## config.mk

```make
export PLATFORM = sky130hd
export DESIGN_NAME = sm4_block_cipher_unit
export DESIGN_NICKNAME = d
export VERILOG_FILES = /design/src/rtl/sm4_pkg.sv /design/src/rtl/sm4_block_cipher_unit.sv /design/src/rtl/sm4_rk_ram.sv /design/src/rtl/sm4_key_exp.sv /design/src/rtl/sm4_round.sv
export SDC_FILE = /design/constraint.sdc
export NUM_CORES = 2
export LEC_CHECK = 0
export BUFFER_PORTS_ARGS = -buffer_cell sky130_fd_sc_hd__buf_4
export CAP_MARGIN = 10
export CORE_MARGIN = 3
export CORE_UTILIZATION = 35
export DETAILED_ROUTE_END_ITERATION = 7
export PLACE_DENSITY = 0.47
export SYNTH_ARGS = -nofsm -noshare
export SYNTH_HDL_FRONTEND = slang
export SYNTH_SLANG_ARGS = --single-unit
```

## constraint.sdc

```tcl
create_clock -name clk -period 21 [get_ports clk]
set_input_delay 6.3 -clock clk [delete_from_list [all_inputs] [get_ports clk]]
set_output_delay 6.3 -clock clk [all_outputs]
set_load 0.02 [all_outputs]
```

## src/rtl/sm4_pkg.sv

```systemverilog
// SM4 shared definitions: sizes, register indexes, control struct and the
// S-box, tau, L, L' and CK helpers used by the key schedule and round core.
// No dependencies.
`timescale 1ns / 1ps

package sm4_pkg;

	localparam int ROUND_COUNT = 32;
	localparam int RK_IDX_W    = $clog2(ROUND_COUNT);
	localparam int WORD_W      = 32;
	localparam int HALF_W      = 64;
	localparam int CFG_IDX_W   = 2;

	localparam logic [CFG_IDX_W-1:0] REG_KEY_UPPER = 2'd0;
	localparam logic [CFG_IDX_W-1:0] REG_KEY_LOWER = 2'd1;

	localparam logic [RK_IDX_W-1:0] RK_LAST = RK_IDX_W'(ROUND_COUNT - 1);

	localparam logic [WORD_W-1:0] FK0 = 32'ha3b1bac6;
	localparam logic [WORD_W-1:0] FK1 = 32'h56aa3350;
	localparam logic [WORD_W-1:0] FK2 = 32'h677d9197;
	localparam logic [WORD_W-1:0] FK3 = 32'hb27022dc;

	typedef struct packed {
		logic                load;
		logic                step;
		logic [RK_IDX_W-1:0] idx;
	} sm4_ctl_t;

	localparam logic [7:0] SBOX [256] = '{
		8'hd6,8'h90,8'he9,8'hfe,8'hcc,8'he1,8'h3d,8'hb7,8'h16,8'hb6,8'h14,8'hc2,8'h28,8'hfb,8'h2c,8'h05,
		8'h2b,8'h67,8'h9a,8'h76,8'h2a,8'hbe,8'h04,8'hc3,8'haa,8'h44,8'h13,8'h26,8'h49,8'h86,8'h06,8'h99,
		8'h9c,8'h42,8'h50,8'hf4,8'h91,8'hef,8'h98,8'h7a,8'h33,8'h54,8'h0b,8'h43,8'hed,8'hcf,8'hac,8'h62,
		8'he4,8'hb3,8'h1c,8'ha9,8'hc9,8'h08,8'he8,8'h95,8'h80,8'hdf,8'h94,8'hfa,8'h75,8'h8f,8'h3f,8'ha6,
		8'h47,8'h07,8'ha7,8'hfc,8'hf3,8'h73,8'h17,8'hba,8'h83,8'h59,8'h3c,8'h19,8'he6,8'h85,8'h4f,8'ha8,
		8'h68,8'h6b,8'h81,8'hb2,8'h71,8'h64,8'hda,8'h8b,8'hf8,8'heb,8'h0f,8'h4b,8'h70,8'h56,8'h9d,8'h35,
		8'h1e,8'h24,8'h0e,8'h5e,8'h63,8'h58,8'hd1,8'ha2,8'h25,8'h22,8'h7c,8'h3b,8'h01,8'h21,8'h78,8'h87,
		8'hd4,8'h00,8'h46,8'h57,8'h9f,8'hd3,8'h27,8'h52,8'h4c,8'h36,8'h02,8'he7,8'ha0,8'hc4,8'hc8,8'h9e,
		8'hea,8'hbf,8'h8a,8'hd2,8'h40,8'hc7,8'h38,8'hb5,8'ha3,8'hf7,8'hf2,8'hce,8'hf9,8'h61,8'h15,8'ha1,
		8'he0,8'hae,8'h5d,8'ha4,8'h9b,8'h34,8'h1a,8'h55,8'had,8'h93,8'h32,8'h30,8'hf5,8'h8c,8'hb1,8'he3,
		8'h1d,8'hf6,8'he2,8'h2e,8'h82,8'h66,8'hca,8'h60,8'hc0,8'h29,8'h23,8'hab,8'h0d,8'h53,8'h4e,8'h6f,
		8'hd5,8'hdb,8'h37,8'h45,8'hde,8'hfd,8'h8e,8'h2f,8'h03,8'hff,8'h6a,8'h72,8'h6d,8'h6c,8'h5b,8'h51,
		8'h8d,8'h1b,8'haf,8'h92,8'hbb,8'hdd,8'hbc,8'h7f,8'h11,8'hd9,8'h5c,8'h41,8'h1f,8'h10,8'h5a,8'hd8,
		8'h0a,8'hc1,8'h31,8'h88,8'ha5,8'hcd,8'h7b,8'hbd,8'h2d,8'h74,8'hd0,8'h12,8'hb8,8'he5,8'hb4,8'hb0,
		8'h89,8'h69,8'h97,8'h4a,8'h0c,8'h96,8'h77,8'h7e,8'h65,8'hb9,8'hf1,8'h09,8'hc5,8'h6e,8'hc6,8'h84,
		8'h18,8'hf0,8'h7d,8'hec,8'h3a,8'hdc,8'h4d,8'h20,8'h79,8'hee,8'h5f,8'h3e,8'hd7,8'hcb,8'h39,8'h48
	};

	function automatic logic [WORD_W-1:0] rotl32(input logic [WORD_W-1:0] v, input int n);
		rotl32 = (v << n) | (v >> (WORD_W - n));
	endfunction

	// tau: byte-wise S-box
	function automatic logic [WORD_W-1:0] subst_word(input logic [WORD_W-1:0] v);
		subst_word = {SBOX[v[31:24]], SBOX[v[23:16]], SBOX[v[15:8]], SBOX[v[7:0]]};
	endfunction

	function automatic logic [WORD_W-1:0] lin_data(input logic [WORD_W-1:0] b);
		lin_data = b ^ rotl32(b, 2) ^ rotl32(b, 10) ^ rotl32(b, 18) ^ rotl32(b, 24);
	endfunction

	function automatic logic [WORD_W-1:0] lin_key(input logic [WORD_W-1:0] b);
		lin_key = b ^ rotl32(b, 13) ^ rotl32(b, 23);
	endfunction

	// CK byte j of word i is (4i + j) * 7 mod 256
	function automatic logic [WORD_W-1:0] ck_word(input logic [RK_IDX_W-1:0] i);
		logic [WORD_W-1:0] w;
		w = '0;
		for (int j = 0; j < 4; j++) begin
			w = {w[23:0], 8'({1'b0, i, 2'(j)} * 8'd7)};
		end
		ck_word = w;
	endfunction

endpackage

```

## src/rtl/sm4_block_cipher_unit.sv

```systemverilog
// SM4 block cipher unit, top level: key registers, sequencer, round-key RAM,
// key schedule, round core and output register. Depends on sm4_pkg and submodules.
//
//  channel  signals                               width      direction
//  in       in_valid/in_ready, func, block_*      1+64+64    in
//  out      out_valid/out_ready, out_upper/lower  64+64      out
//  cfg      cfg_we, cfg_idx, cfg_data             2+64       in
//
// With the round keys ready an accepted word runs through the 32 rounds, one round key
// read from the RAM per cycle; out_valid rises once the last round's result is registered.
// The first block after reset or a key write first runs the key expansion
// (one round key written per cycle, then a prefetch state that reads the first key).
// A waiting result holds the core in its last state until out_ready; the next
// word is accepted as soon as the result has moved to the output register.
// The round-key RAM has no reset; reset clears the key registers and key-ready.
`timescale 1ns / 1ps

module sm4_block_cipher_unit (
	input  logic                          clk,
	input  logic                          arst_n,
	input  logic                          cfg_we,
	input  logic [sm4_pkg::CFG_IDX_W-1:0] cfg_idx,
	input  logic [sm4_pkg::HALF_W-1:0]    cfg_data,
	input  logic                          in_valid,
	output logic                          in_ready,
	input  logic                          func,
	input  logic [sm4_pkg::HALF_W-1:0]    block_upper,
	input  logic [sm4_pkg::HALF_W-1:0]    block_lower,
	output logic                          out_valid,
	input  logic                          out_ready,
	output logic [sm4_pkg::HALF_W-1:0]    out_upper,
	output logic [sm4_pkg::HALF_W-1:0]    out_lower
);

	localparam logic [2:0] ST_IDLE  = 3'd0;
	localparam logic [2:0] ST_EXP   = 3'd1;
	localparam logic [2:0] ST_PREF  = 3'd2;
	localparam logic [2:0] ST_RUN   = 3'd3;
	localparam logic [2:0] ST_DRAIN = 3'd4;

	logic [2:0]                    state_q;
	logic [sm4_pkg::RK_IDX_W-1:0]  cnt_q;
	logic                          keys_ready_q;
	logic                          dec_q;
	logic [sm4_pkg::HALF_W-1:0]    key_upper_q;
	logic [sm4_pkg::HALF_W-1:0]    key_lower_q;
	logic                          out_valid_q;
	logic [sm4_pkg::HALF_W-1:0]    out_upper_q;
	logic [sm4_pkg::HALF_W-1:0]    out_lower_q;

	logic                          in_fire;
	logic                          out_free;
	logic                          last_cnt;
	logic                          dec;
	logic [sm4_pkg::RK_IDX_W-1:0]  rd_pos;
	logic [sm4_pkg::RK_IDX_W-1:0]  rd_addr;
	logic [sm4_pkg::WORD_W-1:0]    rk_rd;
	logic [sm4_pkg::WORD_W-1:0]    rk_wr;
	logic [4*sm4_pkg::WORD_W-1:0]  x_words;
	logic [sm4_pkg::WORD_W-1:0]    x_next;
	sm4_pkg::sm4_ctl_t             kctl;
	sm4_pkg::sm4_ctl_t             dctl;
	logic                          load_fin;
	logic                          load_drain;

	assign in_ready  = (state_q == ST_IDLE);
	assign in_fire   = in_valid & in_ready;
	assign out_free  = ~out_valid_q | out_ready;
	assign last_cnt  = (cnt_q == sm4_pkg::RK_LAST);
	assign out_valid = out_valid_q;
	assign out_upper = out_upper_q;
	assign out_lower = out_lower_q;

	assign load_fin   = (state_q == ST_RUN) & last_cnt & out_free;
	assign load_drain = (state_q == ST_DRAIN) & out_free;

	// prefetch the key for the round after this one; decrypt walks down
	assign dec     = (state_q == ST_IDLE) ? func : dec_q;
	assign rd_pos  = (state_q == ST_RUN) ? cnt_q + 1'b1 : '0;
	assign rd_addr = dec ? sm4_pkg::RK_LAST - rd_pos : rd_pos;

	assign kctl.load = in_fire;
	assign kctl.step = (state_q == ST_EXP);
	assign kctl.idx  = cnt_q;

	assign dctl.load = in_fire;
	assign dctl.step = (state_q == ST_RUN);
	assign dctl.idx  = cnt_q;

	sm4_rk_ram #(
		.DEPTH(sm4_pkg::ROUND_COUNT),
		.WIDTH(sm4_pkg::WORD_W)
	) u_ram (
		.clk  (clk),
		.we   (kctl.step),
		.waddr(cnt_q),
		.wdata(rk_wr),
		.raddr(rd_addr),
		.rdata(rk_rd)
	);

	sm4_key_exp u_key (
		.clk      (clk),
		.ctl      (kctl),
		.key_upper(key_upper_q),
		.key_lower(key_lower_q),
		.rk_next  (rk_wr)
	);

	sm4_round u_round (
		.clk        (clk),
		.ctl        (dctl),
		.block_upper(block_upper),
		.block_lower(block_lower),
		.rk         (rk_rd),
		.x_words    (x_words),
		.x_next     (x_next)
	);

	always_ff @(posedge clk or negedge arst_n) begin
		if (!arst_n) begin
			state_q      <= ST_IDLE;
			cnt_q        <= '0;
			keys_ready_q <= 1'b0;
			dec_q        <= 1'b0;
			key_upper_q  <= '0;
			key_lower_q  <= '0;
			out_valid_q  <= 1'b0;
		end else begin
			if (cfg_we && cfg_idx == sm4_pkg::REG_KEY_UPPER) begin
				key_upper_q  <= cfg_data;
				keys_ready_q <= 1'b0;
			end else if (cfg_we && cfg_idx == sm4_pkg::REG_KEY_LOWER) begin
				key_lower_q  <= cfg_data;
				keys_ready_q <= 1'b0;
			end else if (state_q == ST_EXP && last_cnt) begin
				keys_ready_q <= 1'b1;
			end

			if (load_fin || load_drain) begin
				out_valid_q <= 1'b1;
			end else if (out_ready) begin
				out_valid_q <= 1'b0;
			end

			case (state_q)
				ST_IDLE: begin
					if (in_fire) begin
						dec_q   <= func;
						cnt_q   <= '0;
						state_q <= keys_ready_q ? ST_RUN : ST_EXP;
					end
				end
				ST_EXP: begin
					cnt_q <= cnt_q + 1'b1;
					if (last_cnt) begin
						state_q <= ST_PREF;
					end
				end
				ST_PREF: begin
					cnt_q   <= '0;
					state_q <= ST_RUN;
				end
				ST_RUN: begin
					// finish the last round, then wait in drain while the output register is full
					if (last_cnt) begin
						state_q <= out_free ? ST_IDLE : ST_DRAIN;
					end else begin
						cnt_q <= cnt_q + 1'b1;
					end
				end
				ST_DRAIN: begin
					if (out_free) begin
						state_q <= ST_IDLE;
					end
				end
				default: begin
					state_q <= ST_IDLE;
				end
			endcase
		end
	end

	// result is X35..X32: reverse the final four words
	always_ff @(posedge clk) begin
		if (load_fin) begin
			out_upper_q <= {x_next, x_words[127:96]};
			out_lower_q <= {x_words[95:64], x_words[63:32]};
		end else if (load_drain) begin
			out_upper_q <= {x_words[127:96], x_words[95:64]};
			out_lower_q <= {x_words[63:32], x_words[31:0]};
		end
	end

endmodule

```

## src/rtl/sm4_rk_ram.sv

```systemverilog
// Generic single-port-write, single-port-read synchronous RAM, registered read.
// Holds the SM4 round keys; no dependencies.
`timescale 1ns / 1ps

module sm4_rk_ram #(
	parameter int DEPTH = 32,
	parameter int WIDTH = 32
) (
	input  logic                     clk,
	input  logic                     we,
	input  logic [$clog2(DEPTH)-1:0] waddr,
	input  logic [WIDTH-1:0]         wdata,
	input  logic [$clog2(DEPTH)-1:0] raddr,
	output logic [WIDTH-1:0]         rdata
);

	logic [WIDTH-1:0] mem [DEPTH];

	always_ff @(posedge clk) begin
		if (we) begin
			mem[waddr] <= wdata;
		end
		rdata <= mem[raddr];
	end

endmodule

```

## src/rtl/sm4_key_exp.sv

```systemverilog
// SM4 key schedule: one round key per step from the FK-masked key words.
// Depends on sm4_pkg.
`timescale 1ns / 1ps

module sm4_key_exp (
	input  logic                     clk,
	input  sm4_pkg::sm4_ctl_t        ctl,
	input  logic [sm4_pkg::HALF_W-1:0] key_upper,
	input  logic [sm4_pkg::HALF_W-1:0] key_lower,
	output logic [sm4_pkg::WORD_W-1:0] rk_next
);

	logic [sm4_pkg::WORD_W-1:0] k_q [4];

	assign rk_next = k_q[0] ^ sm4_pkg::lin_key(sm4_pkg::subst_word(
		k_q[1] ^ k_q[2] ^ k_q[3] ^ sm4_pkg::ck_word(ctl.idx)));

	always_ff @(posedge clk) begin
		if (ctl.load) begin
			k_q[0] <= key_upper[63:32] ^ sm4_pkg::FK0;
			k_q[1] <= key_upper[31:0]  ^ sm4_pkg::FK1;
			k_q[2] <= key_lower[63:32] ^ sm4_pkg::FK2;
			k_q[3] <= key_lower[31:0]  ^ sm4_pkg::FK3;
		end else if (ctl.step) begin
			k_q[0] <= k_q[1];
			k_q[1] <= k_q[2];
			k_q[2] <= k_q[3];
			k_q[3] <= rk_next;
		end
	end

endmodule

```

## src/rtl/sm4_round.sv

```systemverilog
// SM4 data round: one application of F per step, round key from the store.
// Depends on sm4_pkg.
`timescale 1ns / 1ps

module sm4_round (
	input  logic                       clk,
	input  sm4_pkg::sm4_ctl_t          ctl,
	input  logic [sm4_pkg::HALF_W-1:0] block_upper,
	input  logic [sm4_pkg::HALF_W-1:0] block_lower,
	input  logic [sm4_pkg::WORD_W-1:0] rk,
	output logic [4*sm4_pkg::WORD_W-1:0] x_words,
	output logic [sm4_pkg::WORD_W-1:0] x_next
);

	logic [sm4_pkg::WORD_W-1:0] x_q [4];

	assign x_next = x_q[0] ^ sm4_pkg::lin_data(sm4_pkg::subst_word(
		x_q[1] ^ x_q[2] ^ x_q[3] ^ rk));
	assign x_words = {x_q[3], x_q[2], x_q[1], x_q[0]};

	always_ff @(posedge clk) begin
		if (ctl.load) begin
			x_q[0] <= block_upper[63:32];
			x_q[1] <= block_upper[31:0];
			x_q[2] <= block_lower[63:32];
			x_q[3] <= block_lower[31:0];
		end else if (ctl.step) begin
			x_q[0] <= x_q[1];
			x_q[1] <= x_q[2];
			x_q[2] <= x_q[3];
			x_q[3] <= x_next;
		end
	end

endmodule

```

# Word-level counts from Yosys, hierarchy flattened
# Memories as Yosys holds them, arrays and structs flattened. A register that Yosys moved wholly into a read port is not among the register bits.
# Index checks and enable logic that the tools add are counted.
# totals
ram_bits	1280
mem_count	11
regBits	267
romBits	16384
inputBits	200
# classes
n_eq_ne	11
n_mul	4
n_reduce_logical	14
n_lt_le_gt_ge	8
add_sub_neg	2
mux	55
bitwise	47
# mem_list
name	depth	word_bits	read_ports	rd_ports_with_merged_regs	write_ports	line	rtl
(no name shown)	256	8	1	0	0	sm4_pkg.sv:55	subst_word = {SBOX[v[31:24]], SBOX[v[23:16]], SBOX[v[15:8]], SBOX[v[7:0]]};
(no name shown)	256	8	1	0	0	sm4_pkg.sv:55	
(no name shown)	256	8	1	0	0	sm4_pkg.sv:55	
(no name shown)	256	8	1	0	0	sm4_pkg.sv:55	
(no name shown)	256	8	1	0	0	sm4_pkg.sv:55	
(no name shown)	256	8	1	0	0	sm4_pkg.sv:55	
5 more memories	-	-	-	-	-	-	
# ops
cell	n
$xor A32 B32 Y32	14
$mux W32	8
$mux W64	4
$mux W8	16
$ge A9 B9 Y1 const B	8
$not A8 Y9	8
$or A32 B10 Y32	1
$or A32 B13 Y32	1
$or A32 B18 Y32	1
$or A32 B2 Y32	1
$or A32 B23 Y32	1
$or A32 B24 Y32	1
$not A14 Y14	2
$mux W5	4
$pmux W5 S4	1
$not A19 Y19	1
$not A17 Y17	1
$mul A7 B3 Y8 const B	2
$mux W1	15
$mux W3	5
$pmux W3 S5	1
$or A1 B1 Y1	9
$ne A2 B2 Y1 const B	4
$mul A6 B3 Y7 const B	1
other kinds (22)	31

# Depth between registers and ports, before layout
# An unclocked memory read counts as a cell.
# logic_depth
ltp_word	15
ltp_mapped	18

# Modules after synthesis
# A second synthesis with hierarchy kept.
# hier_totals
cells_unflattened	8352
area_unflattened_um2	92776.5
# by_module_without_submodules
mod	area_per_inst_um2	instances	cells_each
sm4_rk_ram	40485.1	1	2260
sm4_key_exp	20741.1	1	2813
sm4_round	20678.6	1	2662
sm4_block_cipher_unit	10871.7	1	617

# Least setup slack after synthesis
# No wires, ideal clock.
# synth_path
kind	input to register
startpoint	input port out_ready
endpoint	register out_lower_q (netlist bit out_lower[0]) (enable)
t_arrival_ps	11660
path_buffers	0
path_slack_ps	8723
cell_stages	2
required_ps	20383
path_cell_list	nor2b_1 -> nor2_1
# synth_between
elab_chain_cells	3
word_cells_on_any_way	4
cone_classes	3 x bitwise; 1 x reduce/logical
# synth_rtl
item	line	rtl
start: declaration	sm4_block_cipher_unit.sv:30	input logic out_ready,
$or A1 B1 Y1 *	sm4_block_cipher_unit.sv:68	assign out_free = ~out_valid_q | out_ready;
$and A1 B1 Y1 (on tied branches)	sm4_block_cipher_unit.sv:74, sm4_block_cipher_unit.sv:75	
$reduce_bool A2 Y1 (no source line) *	-	
end signal: assignment	sm4_block_cipher_unit.sv:188	out_lower_q <= {x_words[95:64], x_words[63:32]};
end signal: assignment	sm4_block_cipher_unit.sv:191	out_lower_q <= {x_words[63:32], x_words[31:0]};
end: declaration	sm4_block_cipher_unit.sv:49	logic [sm4_pkg::HALF_W-1:0] out_lower_q;
# Every way passes the cells marked *; elsewhere a longest branch is shown, timed or not.
# A chain may end at the register's enable or synchronous reset.

# Worst setup path in the final report
# layout_path
startpoint	input port func
endpoint	register u_ram.rdata[9], read port of u_ram.mem
# layout_between
elab_chain_cells	2
# layout_rtl
item	line	rtl
start: declaration	sm4_block_cipher_unit.sv:26	input logic func,
$mux W1	sm4_block_cipher_unit.sv:78	assign dec = (state_q == ST_IDLE) ? func : dec_q;
$mux W5	sm4_block_cipher_unit.sv:80	assign rd_addr = dec ? sm4_pkg::RK_LAST - rd_pos : rd_pos;
end: declaration	sm4_rk_ram.sv:14	output logic [WIDTH-1:0] rdata
# No other way between the ends.

==> impl_metrics.ini <==
[status]
run_status = completed

[worst_hold_path]
hold_class = flop to flop

[critical_path]
startpoint_type = primary input
path_cells = buf_4 > mux2i_2 > xor2_4 > buf_4 > buf_12 > buf_4 > mux4_2 > mux2_2 > a21oi_1 > o21ai_0
worstSetupEndpointType = flop
reg2reg_to = u_key.k_q[3][12]
cp_common_cell = buf_4
crit_required_ps = 21650
rrSetupSlack_ps = 13760
crit_family = buffers and inverters
critPathBufInv = 4
rr_startpoint = cnt_q[0]
crit_cells = 10
worstPathArrival_ps = 11020
slowest_stage = buf_4
reg2reg_depth = 15
cp_max_fo = 88
crit_path_end = u_ram.rdata[9]
critPathMaxStageDelay_ps = 770
startpoint = func
critical_path_class = primary input to flop

[clocking]
cts_root_buf = clkbuf_16
holdBufCountCts = 0
cts_buffers = 173
cts_max_path_buffers = 3
post_cts_buffers = 0
clk_pin_slew_ps = 60
cts_resized = 0
htreeDepth = 4
clk_latency_ps = 840
clock-sinks = 1579
cts_tree = built

[global_routing]
grt_max_degree = 131
grt_pass1_wl_um = 539000
grt_overflow = 0
antenna_found_initial = 12
track_usage_pct = 26.9
grt_pass1_vias = 71681

[logic_synthesis]
seq_area_frac_synth_pct = 50.4
async_reset_ff_share_pct = 8.80
yosysWarningCount = 0
yosysTopAreaCell = edfxtp_1
yosysTopAreaCellShare_pct = 46.0
yosys_register_bits = 1579
synth_enable_flop_cells = 1408
syn_area_per_cell_sq_um = 11.3
synth_area_sq_mm = 0.0920
netlist_instances = 8108
syn_nets = 8408
synth_cell_type_count = 110
synth.area.top_cells = edfxtp_1 46%, mux4_2 7.2%, nand2_1 4.3%
ys.flop_type = edfxtp_1

[run]
maxCapViolCount = 0

[die]
die_y_um = 519
io_pins = 330
design.core.area_sq_mm = 0.260
die_x_um = 519
die_area_sq_mm = 0.269
start_util_pct = 35.3
std_cell_rows = 187

[route]
drt-pass1-iter-count = 7
dr_total_vias = 74233
drc = 0
drt_wl_total_um = 375000
viasPerCell = 6.29
post_drt_wl_per_cell_um = 31.8
drtIter0Drc = 10317
final_antenna_net_count = 0

[timing]
setup_tns_ps = 0
maxSlewViolCount = 0
max_freq_mhz = 96.5
slew-limit-headroom_pct = 18.4
rsz0062_at_grt = no
fin_crit_sh_pct = 49.3
hold_viol_final = 0
worst_slew_pin_slew_ps = 1220
min_period_ps = 10360
finClkSkew_ps = 44.8
setup_viol_count_final = 0

[placed_design]
port_buffers = 329
dp_hpwl_um = 239000
place_congestion = 0.960

[layout]
synthToLayoutAreaGrowth_pct = 14.0
nets = 8446
fill_cells = 24945
drive_above_1_share_pct = 20.4
-- synthesized netlist by cell type (171+ instances only) --
master,number
a21oi_1,500
buf_2,187
clkbuf_1,429
edfxtp_1,1408
mux2_2,316
mux4_2,294
nand2_1,1064
nand3_1,171
nor2_1,572
o211ai_1,184
o21ai_0,490
xnor2_1,286
-- how the worst min path moves through the flow --
stage	cells past startpoint	end	startpoint
after floorplan	2	keys_ready_q	keys_ready_q
after global placement	1	key_lower_q[23]	key_lower_q[23]
after detailed placement	1	key_lower_q[1]	key_lower_q[1]
after CTS	1	key_lower_q[1]	key_lower_q[1]
after global routing	1	key_upper_q[30]	key_upper_q[30]
final	1	key_lower_q[1]	key_lower_q[1]
-- cells in the final DEF, fill, tap and decap left out, drive strengths merged, types with 27 or more instances in the layout --
master      n
a2111oi    33
a211oi    113
a21o       27
a21oi     501
a221oi     75
a311oi     76
a31oi     112
a32oi      32
buf       594
clkbuf    234
clkinv     61
dfrtp     139
dfxtp      32
edfxtp   1408
ha         93
inv        71
mux2      316
mux2i     151
mux4      294
nand2    1067
nand3     171
nand4      44
nor2      576
nor3      153
o2111ai    48
o211ai    184
o21a       27
o21ai     498
o221ai     84
o22ai      49
o311ai     81
o31ai      40
o32ai      28
xnor2     299
xor2      142
-- sequential cells by signal, summed over array words and instances, names as in the netlist --
name and cells:
cnt_q 5, dec_q 1, key_lower_q 64, key_upper_q 64, keys_ready_q 1, out_lower 64
out_upper 64, out_valid 1, state_q 3, u_key.k_q 128, u_ram.mem 1024, u_ram.rdata 32
u_round.x_q 128
-- stage by stage --
| stage | hold WS (ps) | instances | worst slack [ps] | area [sq um] | utilization, % |
|---|---|---|---|---|---|
| 2_1_floorplan | 463 | 8108 | 8720 | 92000 | - |
| 3_3_place_gp | 483 | 11467 | 9820 | 99100 | 38.0 |
| 3_5_place_dp | 492 | 11467 | 9720 | 99100 | 38.0 |
| 4_1_cts | 505 | 11790 | 10590 | 105000 | 40.3 |
| 5_1_grt | 515 | 11792 | 10180 | 105000 | 40.3 |
| 6_report | 500 | 11795 | 10640 | 105000 | 40.3 |
-- routing by layer --
| layer | part of all wire (%) | vias to the layer above | track usage, % |
|---|---|---|---|
| met3 | 8.0 | 732 | 4.39 |
| met2 | 47 | 4189 | 43.9 |
| met4 | 3.4 | 8 | 8.08 |
| li1 | - | 31433 | - |
| met1 | 41 | 37871 | 36.6 |
| met5 | 0.010 | - | 0 |
-- cell type report --
cell class	count	area, sq um	share of cell area (%)
inverter	66	249	0.237
antenna	5	12.5	0.0119
sequential	1579	46400	44.3
multi-input combinational	5732	43500	41.5
clock inverter	89	1100	1.05
timing repair buffer	594	4530	4.32
clock buffer	234	4680	4.46
tap	3496	4370	4.17
-- kinds of logic (layout without fill, tap and decap cells) --
family	count (synthesis)	after routing	synth area share [%]
compound gates	2242	2242	16.6
simple gates	2159	2159	9.87
flops	1579	1579	50.4
buf+inv	797	983	3.77
mux	761	761	12.7
xor+xnor	469	469	5.18
fa+ha+maj	101	101	1.43
other cells	0	5	0
Power is not shown: default switching activity piles up to over one toggle a cycle in this logic, so the estimate is an artifact.
